$ cat config.mk
export PLATFORM = sky130hd
export DESIGN_NAME = software_timer_table_core_flat
export DESIGN_NICKNAME = d
export VERILOG_FILES = /design/src/rtl/stt_pkg.sv /design/src/rtl/stt_stream_if.sv /design/src/rtl/stt_datapath.sv /design/src/rtl/stt_controller.sv /design/src/rtl/software_timer_table_core.sv /design/src/flat_wrapper.sv
export SDC_FILE = /design/constraint.sdc
export NUM_CORES = 2
export LEC_CHECK = 0
export ABC_AREA = 1
export BUFFER_PORTS_ARGS = -buffer_cell sky130_fd_sc_hd__clkbuf_2
export CORE_UTILIZATION = 30
export CTS_CLUSTER_SIZE = 14
export DETAILED_ROUTE_END_ITERATION = 10
export GPL_ROUTABILITY_DRIVEN = 0
export MAX_ROUTING_LAYER = met4
export PLACE_DENSITY = 0.48
export SKIP_LAST_GASP = 1
export SLEW_MARGIN = 5
export SYNTH_ARGS = -nofsm -noshare
export SYNTH_HDL_FRONTEND = slang
export SYNTH_SLANG_ARGS = --single-unit
$ cat constraint.sdc
create_clock -name clk -period 11.82 [get_ports clk]
set_clock_uncertainty 0.2 [all_clocks]
set_input_delay 0.591 -clock clk [delete_from_list [all_inputs] [get_ports clk]]
set_output_delay 0.591 -clock clk [all_outputs]
set_load 0.02 [all_outputs]
$ cat src/rtl/stt_pkg.sv
// Package of the software timer table: table size, actions and event codes.
// Depends on nothing.
`timescale 1ns / 1ps
package stt_pkg;
	localparam int unsigned TimerSlots = 16;
	localparam int unsigned IdxW = $clog2(TimerSlots);

	typedef enum logic [2:0] {
		ACT_ADD = 3'd0,
		ACT_GET = 3'd1,
		ACT_START = 3'd2,
		ACT_STOP = 3'd3,
		ACT_DELETE = 3'd4,
		ACT_TICK = 3'd5
	} action_t;

	typedef enum logic [1:0] {
		EV_DONE = 2'd0,
		EV_TIMEOUT = 2'd1,
		EV_REMOVED = 2'd2
	} event_kind_t;

	typedef struct packed {
		logic [2:0] action;
		logic [7:0] token;
		logic [7:0] run_count;
		logic [31:0] interval_ms;
		logic [31:0] current_time;
		logic [31:0] user_data;
		logic has_timeout_handler;
		logic has_delete_handler;
	} req_t;

	typedef struct packed {
		logic [1:0] event_kind;
		logic [7:0] event_token;
		logic [31:0] event_data;
		logic status;
		logic last;
	} rsp_t;

	typedef struct packed {
		logic used;
		logic [7:0] token;
		logic running;
		logic [7:0] remaining;
		logic [31:0] start_time;
		logic [31:0] period;
		logic [31:0] data;
		logic [1:0] flags;
	} slot_t;

	// Commands from the controller to the datapath.
	typedef struct packed {
		logic load_req;
		logic insert;
		logic remove;
		logic set_start;
		logic set_stop;
		logic tick_zero;
		logic tick_fire;
		logic [IdxW-1:0] idx;
	} cmd_t;

	// Status of the addressed slot and the request.
	typedef struct packed {
		logic in_range;
		logic used;
		logic match;
		logic full;
		logic wrap_skip;
		logic expired;
		logic last_count;
		logic [1:0] flags;
	} sts_t;
endpackage

$ cat src/rtl/stt_stream_if.sv
// Valid/ready channel interface carrying one payload type.
// Depends on nothing; the payload type is given per instance.
`timescale 1ns / 1ps
interface stt_stream_if #(parameter type T = logic);
	logic valid;
	logic ready;
	T payload;
	modport source (output valid, output payload, input ready);
	modport sink (input valid, input payload, output ready);
endinterface

$ cat src/rtl/stt_datapath.sv
// Slot table storage, request register, shift logic and per-slot status.
// Depends on stt_pkg.
`timescale 1ns / 1ps
module stt_datapath (
	input logic clk,
	input logic arst_n,
	input stt_pkg::req_t req,
	input stt_pkg::cmd_t cmd,
	output stt_pkg::sts_t sts,
	output stt_pkg::req_t req_q_o,
	output stt_pkg::slot_t slot_o
);
	localparam int unsigned N = stt_pkg::TimerSlots;
	stt_pkg::req_t req_q;
	stt_pkg::slot_t slot_q [N];
	logic [N-1:0] used_q;
	stt_pkg::slot_t cur;
	logic [31:0] due;

	assign req_q_o = req_q;
	always_comb begin
		cur = slot_q[cmd.idx];
		cur.used = used_q[cmd.idx];
	end
	assign slot_o = cur;
	assign due = cur.start_time + cur.period;

	always_comb begin
		sts.in_range = ({1'b0, cmd.idx} < (stt_pkg::IdxW + 1)'(N));
		sts.used = cur.used;
		sts.match = cur.used && (cur.token == req_q.token);
		sts.full = used_q[N-1];
		sts.wrap_skip = (32'hFFFF_FFFF - req_q.current_time) < cur.period;
		sts.expired = cur.running && (req_q.current_time >= due);
		sts.last_count = (cur.remaining == 8'd1);
		sts.flags = cur.flags;
	end

	always_ff @(posedge clk or negedge arst_n) begin
		if (!arst_n) begin
			used_q <= '0;
		end else if (cmd.insert) begin
			used_q <= {used_q[N-2:0], 1'b1};
		end else if (cmd.remove) begin
			for (int i = 0; i < N; i++) begin
				if (i >= int'(cmd.idx)) begin
					used_q[i] <= (i + 1 < N) ? used_q[(i + 1) % N] : 1'b0;
				end
			end
		end
	end

	always_ff @(posedge clk) begin
		if (cmd.load_req) begin
			req_q <= req;
		end
		if (cmd.insert) begin
			for (int i = N - 1; i > 0; i--) begin
				slot_q[i] <= slot_q[i - 1];
			end
			slot_q[0] <= '{used: 1'b1, token: req_q.token, running: 1'b0,
				remaining: req_q.run_count, start_time: 32'd0, period: 32'd0,
				data: req_q.user_data,
				flags: {req_q.has_delete_handler, req_q.has_timeout_handler}};
		end else if (cmd.remove) begin
			for (int i = 0; i < N - 1; i++) begin
				if (i >= int'(cmd.idx)) begin
					slot_q[i] <= slot_q[i + 1];
				end
			end
		end else if (cmd.set_start) begin
			slot_q[cmd.idx].running <= 1'b1;
			slot_q[cmd.idx].start_time <= req_q.current_time;
			slot_q[cmd.idx].period <= req_q.interval_ms;
		end else if (cmd.set_stop) begin
			slot_q[cmd.idx].running <= 1'b0;
		end else if (cmd.tick_zero) begin
			slot_q[cmd.idx].start_time <= 32'd0;
		end else if (cmd.tick_fire) begin
			slot_q[cmd.idx].start_time <= req_q.current_time;
			if (cur.remaining != 8'd0) begin
				slot_q[cmd.idx].remaining <= cur.remaining - 8'd1;
			end
		end
	end
endmodule

$ cat src/rtl/stt_controller.sv
// Controller: searches, scans and emits events and the done transaction.
// Depends on stt_pkg.
`timescale 1ns / 1ps
module stt_controller (
	input logic clk,
	input logic arst_n,
	input logic in_valid,
	output logic in_ready,
	output logic out_valid,
	input logic out_ready,
	output stt_pkg::rsp_t rsp,
	input stt_pkg::req_t req_q,
	input stt_pkg::slot_t slot,
	input stt_pkg::sts_t sts,
	output stt_pkg::cmd_t cmd
);
	typedef enum logic [2:0] {
		S_IDLE, S_SEARCH, S_TICK, S_EMIT, S_APPLY, S_DONE
	} state_t;

	state_t state_q;
	logic [stt_pkg::IdxW-1:0] idx_q;
	logic [stt_pkg::IdxW:0] cnt_q;
	logic found_q, status_q, del_ev_q, remove_q;
	logic [31:0] ddata_q;
	stt_pkg::rsp_t rsp_q;
	logic out_valid_q;
	localparam logic [stt_pkg::IdxW:0] Last = (stt_pkg::IdxW + 1)'(stt_pkg::TimerSlots - 1);

	assign in_ready = (state_q == S_IDLE);
	assign out_valid = out_valid_q;
	assign rsp = rsp_q;
	logic free;
	assign free = !out_valid_q || out_ready;

	always_comb begin
		cmd = '0;
		cmd.idx = idx_q;
		cmd.load_req = in_ready && in_valid;
		if (state_q == S_APPLY && free) begin
			unique case (req_q.action)
				stt_pkg::ACT_ADD: cmd.insert = !found_q && !sts.full;
				stt_pkg::ACT_START: cmd.set_start = found_q;
				stt_pkg::ACT_STOP: cmd.set_stop = found_q;
				stt_pkg::ACT_DELETE: cmd.remove = found_q;
				default: ;
			endcase
		end
		if (state_q == S_TICK && sts.used) begin
			if (sts.wrap_skip) begin
				cmd.tick_zero = 1'b1;
			end else if (sts.expired) begin
				cmd.tick_fire = 1'b1;
			end
		end
		if (state_q == S_EMIT && free && remove_q && !del_ev_q) begin
			cmd.remove = 1'b1;
		end
	end

	always_ff @(posedge clk or negedge arst_n) begin
		if (!arst_n) begin
			state_q <= S_IDLE;
			idx_q <= '0;
			cnt_q <= '0;
			found_q <= 1'b0;
			status_q <= 1'b0;
			del_ev_q <= 1'b0;
			remove_q <= 1'b0;
			ddata_q <= '0;
			out_valid_q <= 1'b0;
			rsp_q <= '0;
		end else begin
			if (out_valid_q && out_ready) begin
				out_valid_q <= 1'b0;
			end
			unique case (state_q)
				S_IDLE: begin
					if (in_valid) begin
						idx_q <= '0;
						cnt_q <= '0;
						found_q <= 1'b0;
						ddata_q <= '0;
						state_q <= S_SEARCH;
					end
				end
				S_SEARCH: begin
					if (req_q.action == stt_pkg::ACT_TICK) begin
						state_q <= S_TICK;
					end else if (req_q.action > stt_pkg::ACT_TICK) begin
						status_q <= 1'b1;
						state_q <= S_DONE;
					end else if (sts.match) begin
						found_q <= 1'b1;
						ddata_q <= (req_q.action == stt_pkg::ACT_GET) ? slot.data : 32'd0;
						state_q <= S_APPLY;
					end else if (cnt_q == Last) begin
						state_q <= S_APPLY;
					end else begin
						idx_q <= idx_q + 1'b1;
						cnt_q <= cnt_q + 1'b1;
					end
				end
				S_APPLY: begin
					if (free) begin
						status_q <= !(found_q ||
							(req_q.action == stt_pkg::ACT_ADD && !sts.full));
						if (req_q.action == stt_pkg::ACT_DELETE && found_q &&
								sts.flags[1]) begin
							rsp_q <= '{event_kind: stt_pkg::EV_REMOVED,
								event_token: slot.token, event_data: slot.data,
								status: 1'b0, last: 1'b0};
							out_valid_q <= 1'b1;
						end
						state_q <= S_DONE;
					end
				end
				S_TICK: begin
					if (!sts.used || !sts.in_range) begin
						status_q <= 1'b0;
						state_q <= S_DONE;
					end else if (!sts.wrap_skip && sts.expired) begin
						del_ev_q <= sts.flags[0];
						remove_q <= sts.last_count;
						state_q <= S_EMIT;
					end else if (cnt_q == Last) begin
						status_q <= 1'b0;
						state_q <= S_DONE;
					end else begin
						idx_q <= idx_q + 1'b1;
						cnt_q <= cnt_q + 1'b1;
					end
				end
				S_EMIT: begin
					if (free) begin
						if (del_ev_q) begin
							rsp_q <= '{event_kind: stt_pkg::EV_TIMEOUT,
								event_token: slot.token, event_data: slot.data,
								status: 1'b0, last: 1'b0};
							out_valid_q <= 1'b1;
							del_ev_q <= 1'b0;
						end else if (remove_q) begin
							if (slot.flags[1]) begin
								rsp_q <= '{event_kind: stt_pkg::EV_REMOVED,
									event_token: slot.token, event_data: slot.data,
									status: 1'b0, last: 1'b0};
								out_valid_q <= 1'b1;
							end
							remove_q <= 1'b0;
							state_q <= S_TICK;
						end else if (cnt_q == Last) begin
							status_q <= 1'b0;
							state_q <= S_DONE;
						end else begin
							idx_q <= idx_q + 1'b1;
							cnt_q <= cnt_q + 1'b1;
							state_q <= S_TICK;
						end
					end
				end
				S_DONE: begin
					if (free) begin
						rsp_q <= '{event_kind: stt_pkg::EV_DONE, event_token: req_q.token,
							event_data: ddata_q, status: status_q, last: 1'b1};
						out_valid_q <= 1'b1;
						state_q <= S_IDLE;
					end
				end
				default: state_q <= S_IDLE;
			endcase
		end
	end
endmodule

$ cat src/rtl/software_timer_table_core.sv
// Top level of the software timer table: joins controller and datapath.
// Depends on stt_pkg, stt_stream_if, stt_controller and stt_datapath.
//
// Usage: requests arrive on req_ch, one action per transaction; results leave
// on rsp_ch. Each request yields zero or more timeout or removal events and
// then exactly one done transaction with last set.
// A lookup walks the table one slot per cycle; add, get, start, stop and delete
// search each slot until a match or the last slot, then apply the action and
// register the done transaction. A tick visits the used slots in order and, on
// each expired slot, emits any timeout or removal event before moving on.
// One request is in service at a time; the next is accepted once the done
// transaction is registered.
// Reset empties the table at once; no clearing pass is needed.
// When the receiver stalls, the single output register holds its transaction
// and the controller waits before issuing the next one.
`timescale 1ns / 1ps
module software_timer_table_core (
	input logic clk,
	input logic arst_n,
	stt_stream_if.sink req_ch,
	stt_stream_if.source rsp_ch
);
	stt_pkg::cmd_t cmd;
	stt_pkg::sts_t sts;
	stt_pkg::req_t req_q;
	stt_pkg::slot_t slot;

	stt_datapath u_dp (
		.clk(clk), .arst_n(arst_n), .req(req_ch.payload), .cmd(cmd), .sts(sts),
		.req_q_o(req_q), .slot_o(slot)
	);

	stt_controller u_ctl (
		.clk(clk), .arst_n(arst_n), .in_valid(req_ch.valid), .in_ready(req_ch.ready),
		.out_valid(rsp_ch.valid), .out_ready(rsp_ch.ready), .rsp(rsp_ch.payload),
		.req_q(req_q), .slot(slot), .sts(sts), .cmd(cmd)
	);
endmodule

$ cat src/flat_wrapper.sv
// flat-port wrapper written by rule: the top's interface ports become plain ports
module software_timer_table_core_flat 
  (clk, arst_n, req_ch_valid, req_ch_payload, req_ch_ready, rsp_ch_valid, rsp_ch_payload, rsp_ch_ready);
  stt_stream_if #(.T(stt_pkg::req_t)) req_ch_i ();
  stt_stream_if #(.T(stt_pkg::rsp_t)) rsp_ch_i ();
  input logic clk;
  input logic arst_n;
  input wire logic [$bits(req_ch_i.valid)-1:0] req_ch_valid;
  input wire logic [$bits(req_ch_i.payload)-1:0] req_ch_payload;
  output wire logic [$bits(req_ch_i.ready)-1:0] req_ch_ready;
  output wire logic [$bits(rsp_ch_i.valid)-1:0] rsp_ch_valid;
  output wire logic [$bits(rsp_ch_i.payload)-1:0] rsp_ch_payload;
  input wire logic [$bits(rsp_ch_i.ready)-1:0] rsp_ch_ready;
  assign req_ch_i.valid = req_ch_valid;
  assign req_ch_i.payload = req_ch_payload;
  assign req_ch_ready = req_ch_i.ready;
  assign rsp_ch_valid = rsp_ch_i.valid;
  assign rsp_ch_payload = rsp_ch_i.payload;
  assign rsp_ch_i.ready = rsp_ch_ready;
  software_timer_table_core u_core (.clk(clk), .arst_n(arst_n), .req_ch(req_ch_i), .rsp_ch(rsp_ch_i));
endmodule
Yosys cells after proc, flatten, opt, wreduce, memory -nomap -nowiden --
Memories as Yosys holds them, arrays and structs flattened. Cells that the tools add are included.
Cells by class: $add $sub $neg 5, magnitude comparators 19, equality and inequality tests 33, multiplexer cells 226, bitwise operators 18, reduce and logical (&&, ||, !) cells 69
Operators by type and width (count):
- 116-bit 2-to-1 mux | 16
- 44-bit 2-to-1 mux | 7
- 32-bit 2-to-1 mux | 7
- 1-bit 2-to-1 mux | 145
- 44-bit case mux with 3 select lines | 1
- 116-bit OR reduction | 1
- 32-bit case mux with 2 select lines | 1
- 5-bit 2-to-1 mux | 11
- 4-bit 2-to-1 mux | 12
- 3-bit 2-to-1 mux | 14
- 2-bit nonzero test | 18
- 32-bit adder | 1
- 32-bit >= comparator | 1
- 32-bit < comparator | 1
- 16-bit 2-to-1 mux | 2
- 32-bit subtractor, first input constant | 1
- 2-bit AND reduction | 15
- 4-bit >= comparator, first input constant | 7
- 2-bit inequality test, second input constant | 12
- 5-bit case mux with 4 select lines | 1
- 1-bit bitwise OR | 18
- 3-bit case mux with 6 select lines | 1
- 3-bit by 4-bit >= comparator with 1-bit output, first input constant | 4
- 4-bit case mux with 4 select lines | 1
- other kinds (34) | 72
Storage, ports and cells: register bits 226, memory bits (writable) 1856, input bits 121, output and inout port bits 46, word-level logic and storage cells 409, memories 1
Memory list:
- u_core.u_dp.slot_q | depth 16, bits a word 116, rd ports 17, clocked after memory_dff 0, write ports 16, RTL line stt_datapath.sv:15 | stt_pkg::slot_t slot_q [N];

Longest topological paths before layout --
An unclocked memory read counts as a cell.
depth in word-level cells 17, gate-level depth with buffers 47, mapped depth without buffers 38

Hierarchy --
A second synthesis with hierarchy kept.
Second synthesis, totals: cells, all modules 12155, area total of the unflattened synthesis 110079.3 um2
Modules (own cells, without submodules):
- stt_datapath | instances 1, cells an instance 11471, area each 105227.2 um2
- stt_controller | instances 1, cells an instance 684, area each 4852.2 um2

Least setup slack after synthesis --
Ideal clock, no wire load.
kind reg2reg, start point register, netlist name u_core.u_ctl.idx_q[0], end point register, netlist name u_core.u_dp.req_q_o[0], data arrival time 10998 ps, path slack 27 ps, cell stages (with the launch flop) 41, path buffers 9, period minus slack after synthesis 11793 ps, cells stage by stage dfrtp_1 inv_2 buf_6 buf_6 buf_4 buf_2 buf_4 buf_2 clkbuf_1 clkbuf_1 a21oi_1 o21ai_0 a21oi_1 o22ai_1 inv_1 ha_1 a21oi_1 nand2_1 [... 5 more ...] o21ai_0 a21boi_2 o21ai_0 nand2_1 nand2_1 ha_1 nand2_1 nor2_1 nand2_1 o211ai_1 a221oi_1 nand3_1 nand2_1 inv_2 nand3_1 clkbuf_1 nand2_1 nor2_1

==> qor.csv <==
stage,metric,value,unit
global_route,antenna_found_initial,33,
synthesis,synthArstFlopShare,5.28,%
die,start_util,30.2,%
layout,layout_commonest_cell,nand2_1,
sta,slew_viol_final,0,
critical_path,crit_top_cell,nand2_1,
die,dieArea,391000,um^2
die,core_area,386000,um^2
critical_path,path_class,reg -> reg,
synthesis,synth_enable_flop_cells,1957,
global_route,met2_usage,41.0,%
sta,rsz0062_at_grt,false,
layout,layout_common_cells,"nand2_1, o21ai_0, edfxtp_1",
die,rows,228,
sta,setup_violations,0,
sta,fin_crit,10.15,ns
synthesis,synth.distinct_cells,68,
global_route,grt_max_degree,182,
die,dieWidth,625,um
drt,drt-total-wl,527,mm
critical_path,worst_path_largest_cell_delay,0.81,ns
clock_tree,htree_levels,5,
layout,layout.nets,14000,
drt,drtIter0Drc,15000,
power_and_ir_drop,powerDensity,193,nW/um^2
critical_path,r2r_start,u_core.u_ctl.idx_q[1],
global_route,grt_pass1_vias,100000,
critical_path,cp_max_fo,60,
synthesis,yosysSeqAreaShare,52.8,%
drt,num_vias,107000,
layout,num-fill-cells,40400,
critical_path,worstPathBufferInverterCount,5,
global_route,met3_usage,3.79,%
synthesis,syn_area,117000,um^2
global_route,grt_pass1_wl,746,mm
place,io_buffers,166,
critical_path,r2r_cells,36,
power_and_ir_drop,peakVddDrop,0.272,mV
die,die_h,625,um
global_route,overflow,0,
layout,drive_gt1_share,6.97,%
layout,area_growth,12.8,%
place,dpl_worst_slack,1.96,ns
sta,finalSetupTns,0,ns
critical_path,cp_slowest_cell,nand2_4,
clock_tree,clockBufferDepth,4,
synthesis,yosysWarnings,0,
drt,drtAntennaViolNets,0,
clock_tree,clkTransAtPathRegs,0.06,ns
sta,whs,0.0574,ns
critical_path,endpoint_kind,register,
drt,wl_per_cell,27.5,um
synthesis,yosys_register_bits,2066,
place,dpl.hpwl,308,mm
sta,worstMarginPinSlew,1.27,ns
clock_tree,holdBufCountCts,118,
critical_path,crit_family,simple AND/OR/NAND/NOR gates,
run,cap_violations,0,
sta,max_freq,98.5,MHz
critical_path,critPathLaunchType,register,
global_route,track_usage,26.8,%
critical_path,worstReg2RegEnd,u_core.u_dp.slot_q[10][71],
clock_tree,cts_tree,done,
clock_tree,cts_sinks,2066,
drt,drc,0,
critical_path,worstPathRequired,12.29,ns
global_route,busiest_layer,met2,
critical_path,ff2ff_setup_slack,1.67,ns
die,ioPinCount,167,
sta,hold_violations,0,
clock_tree,clkLatencyLatePin,0.95,ns
sta,fin_crit_sh,85.9,%
clock_tree,cts_setup_buffers,0,
synthesis,ys.flop_type,edfxtp_1,
sta,setup_slack,1.67,ns
clock_tree,cts_root_buf,clkbuf_16,
power_and_ir_drop,power_leakage,51.8,nW
drt,drt_pass1_iterations,7,
clock_tree,numCtsBuffers,265,
clock_tree,ctsResizeCount,0,
synthesis,synthCells,14000,
critical_path,cp_data_arrival_time,10.61,ns
status,status,"complete, no violations",
global_route,gr-usage-met1,35.9,%
drt,via_per_inst,5.60,
synthesis,syn-num-nets,14300,
layout,final_util,34.0,%
min_path,hold_class,in -> async,
sta,maxSlewHeadroom,14.9,%
synthesis,synth.avg_cell_area,8.30,um^2
-- state kept, by name, summed over array words and instances (netlist names) --
signal,count
u_core.u_ctl.idx_q,4
u_core.u_ctl.del_ev_q,1
u_core.u_ctl.status_q,1
u_core.u_ctl.out_valid,1
u_core.u_ctl.state_q,3
u_core.u_dp.used_q,16
u_core.u_dp.req_q_o,117
u_core.u_ctl.found_q,1
u_core.u_ctl.cnt_q,5
u_core.u_ctl.ddata_q,32
u_core.u_ctl.remove_q,1
u_core.u_dp.slot_q,1840
u_core.u_ctl.rsp,44
-- metrics by stage --
stage	cells	area, um^2	power [mW]
floorplan	14000	117000	14.0
global placement	18500	122000	17.2
detailed placement	18500	122000	17.2
CTS	19100	131000	25.4
global route	19100	131000	26.3
finish	19100	131000	25.3
-- area by class of cell --
| cell class | count | area, um^2 | area share, % |
|---|---|---|---|
| flip-flops and latches | 2066 | 61500 | 46.8 |
| multi-input cells | 9479 | 45500 | 34.6 |
| clock buffers | 340 | 7190 | 5.47 |
| well taps | 5175 | 6470 | 4.93 |
| inverters | 1391 | 5290 | 4.03 |
| repair buffers | 548 | 4260 | 3.24 |
| clock inverters | 129 | 1160 | 0.884 |
| diodes | 12 | 30.0 | 0.0229 |
-- synth_stat cells, types with 94 or more instances --
cell / count / area (um^2)
a21oi_1: 994 / 4970
edfxtp_1: 1957 / 58800
inv_1: 1367 / 5130
nor3_1: 258 / 1290
o22ai_1: 428 / 2680
nand2_1: 3401 / 12800
buf_2: 283 / 1420
clkbuf_1: 663 / 2490
dfrtp_1: 109 / 2730
nand3_1: 760 / 3800
o21ai_0: 2202 / 11000
buf_1: 94 / 353
nor2_1: 790 / 2970
o211ai_1: 197 / 1480
ha_1: 103 / 1290
-- how the worst max path moves through the flow --
| stage | start | slack, ns | cells after the start | end |
|---|---|---|---|---|
| 3_3_place_gp | u_core.u_ctl.idx_q[0] | 2.02 | 36 | u_core.u_dp.slot_q[8][67] |
| 4_1_cts | u_core.u_ctl.idx_q[0] | 1.93 | 36 | u_core.u_dp.slot_q[10][71] |
| 2_1_floorplan | u_core.u_ctl.idx_q[0] | 0.03 | 40 | u_core.u_dp.req_q_o[0] |
| 3_5_place_dp | u_core.u_ctl.idx_q[0] | 1.96 | 36 | u_core.u_dp.slot_q[10][66] |
| 5_1_grt | u_core.u_ctl.idx_q[0] | 1.24 | 37 | u_core.u_dp.slot_q[12][77] |
| 6_report | u_core.u_ctl.idx_q[1] | 1.67 | 36 | u_core.u_dp.slot_q[10][71] |
-- per-layer routing --
layer  share of wire (%)  vias up
met5                   0        -
met4                 4.4        0
met3                 9.0     1080
met2                  45     5892
met1                  42    52700
li1                    -    47600
-- report_power, final --
part / switching [mW] / internal (mW)
registers: 0.724 / 8.80
logic: 5.80 / 1.88
clock network: 3.52 / 4.62
total: 10.0 / 15.3
-- logic make-up after synthesis --
logic type                 synth area share (%)
xor gates and xnor gates                  0.306
AOI/OAI and AO/OA                          18.8
adders and majority gates                  1.12
DFF                                        52.8
and+or+nand+nor                            18.4
buffers and inverters                      8.59
(Power assumes the default switching activity.)
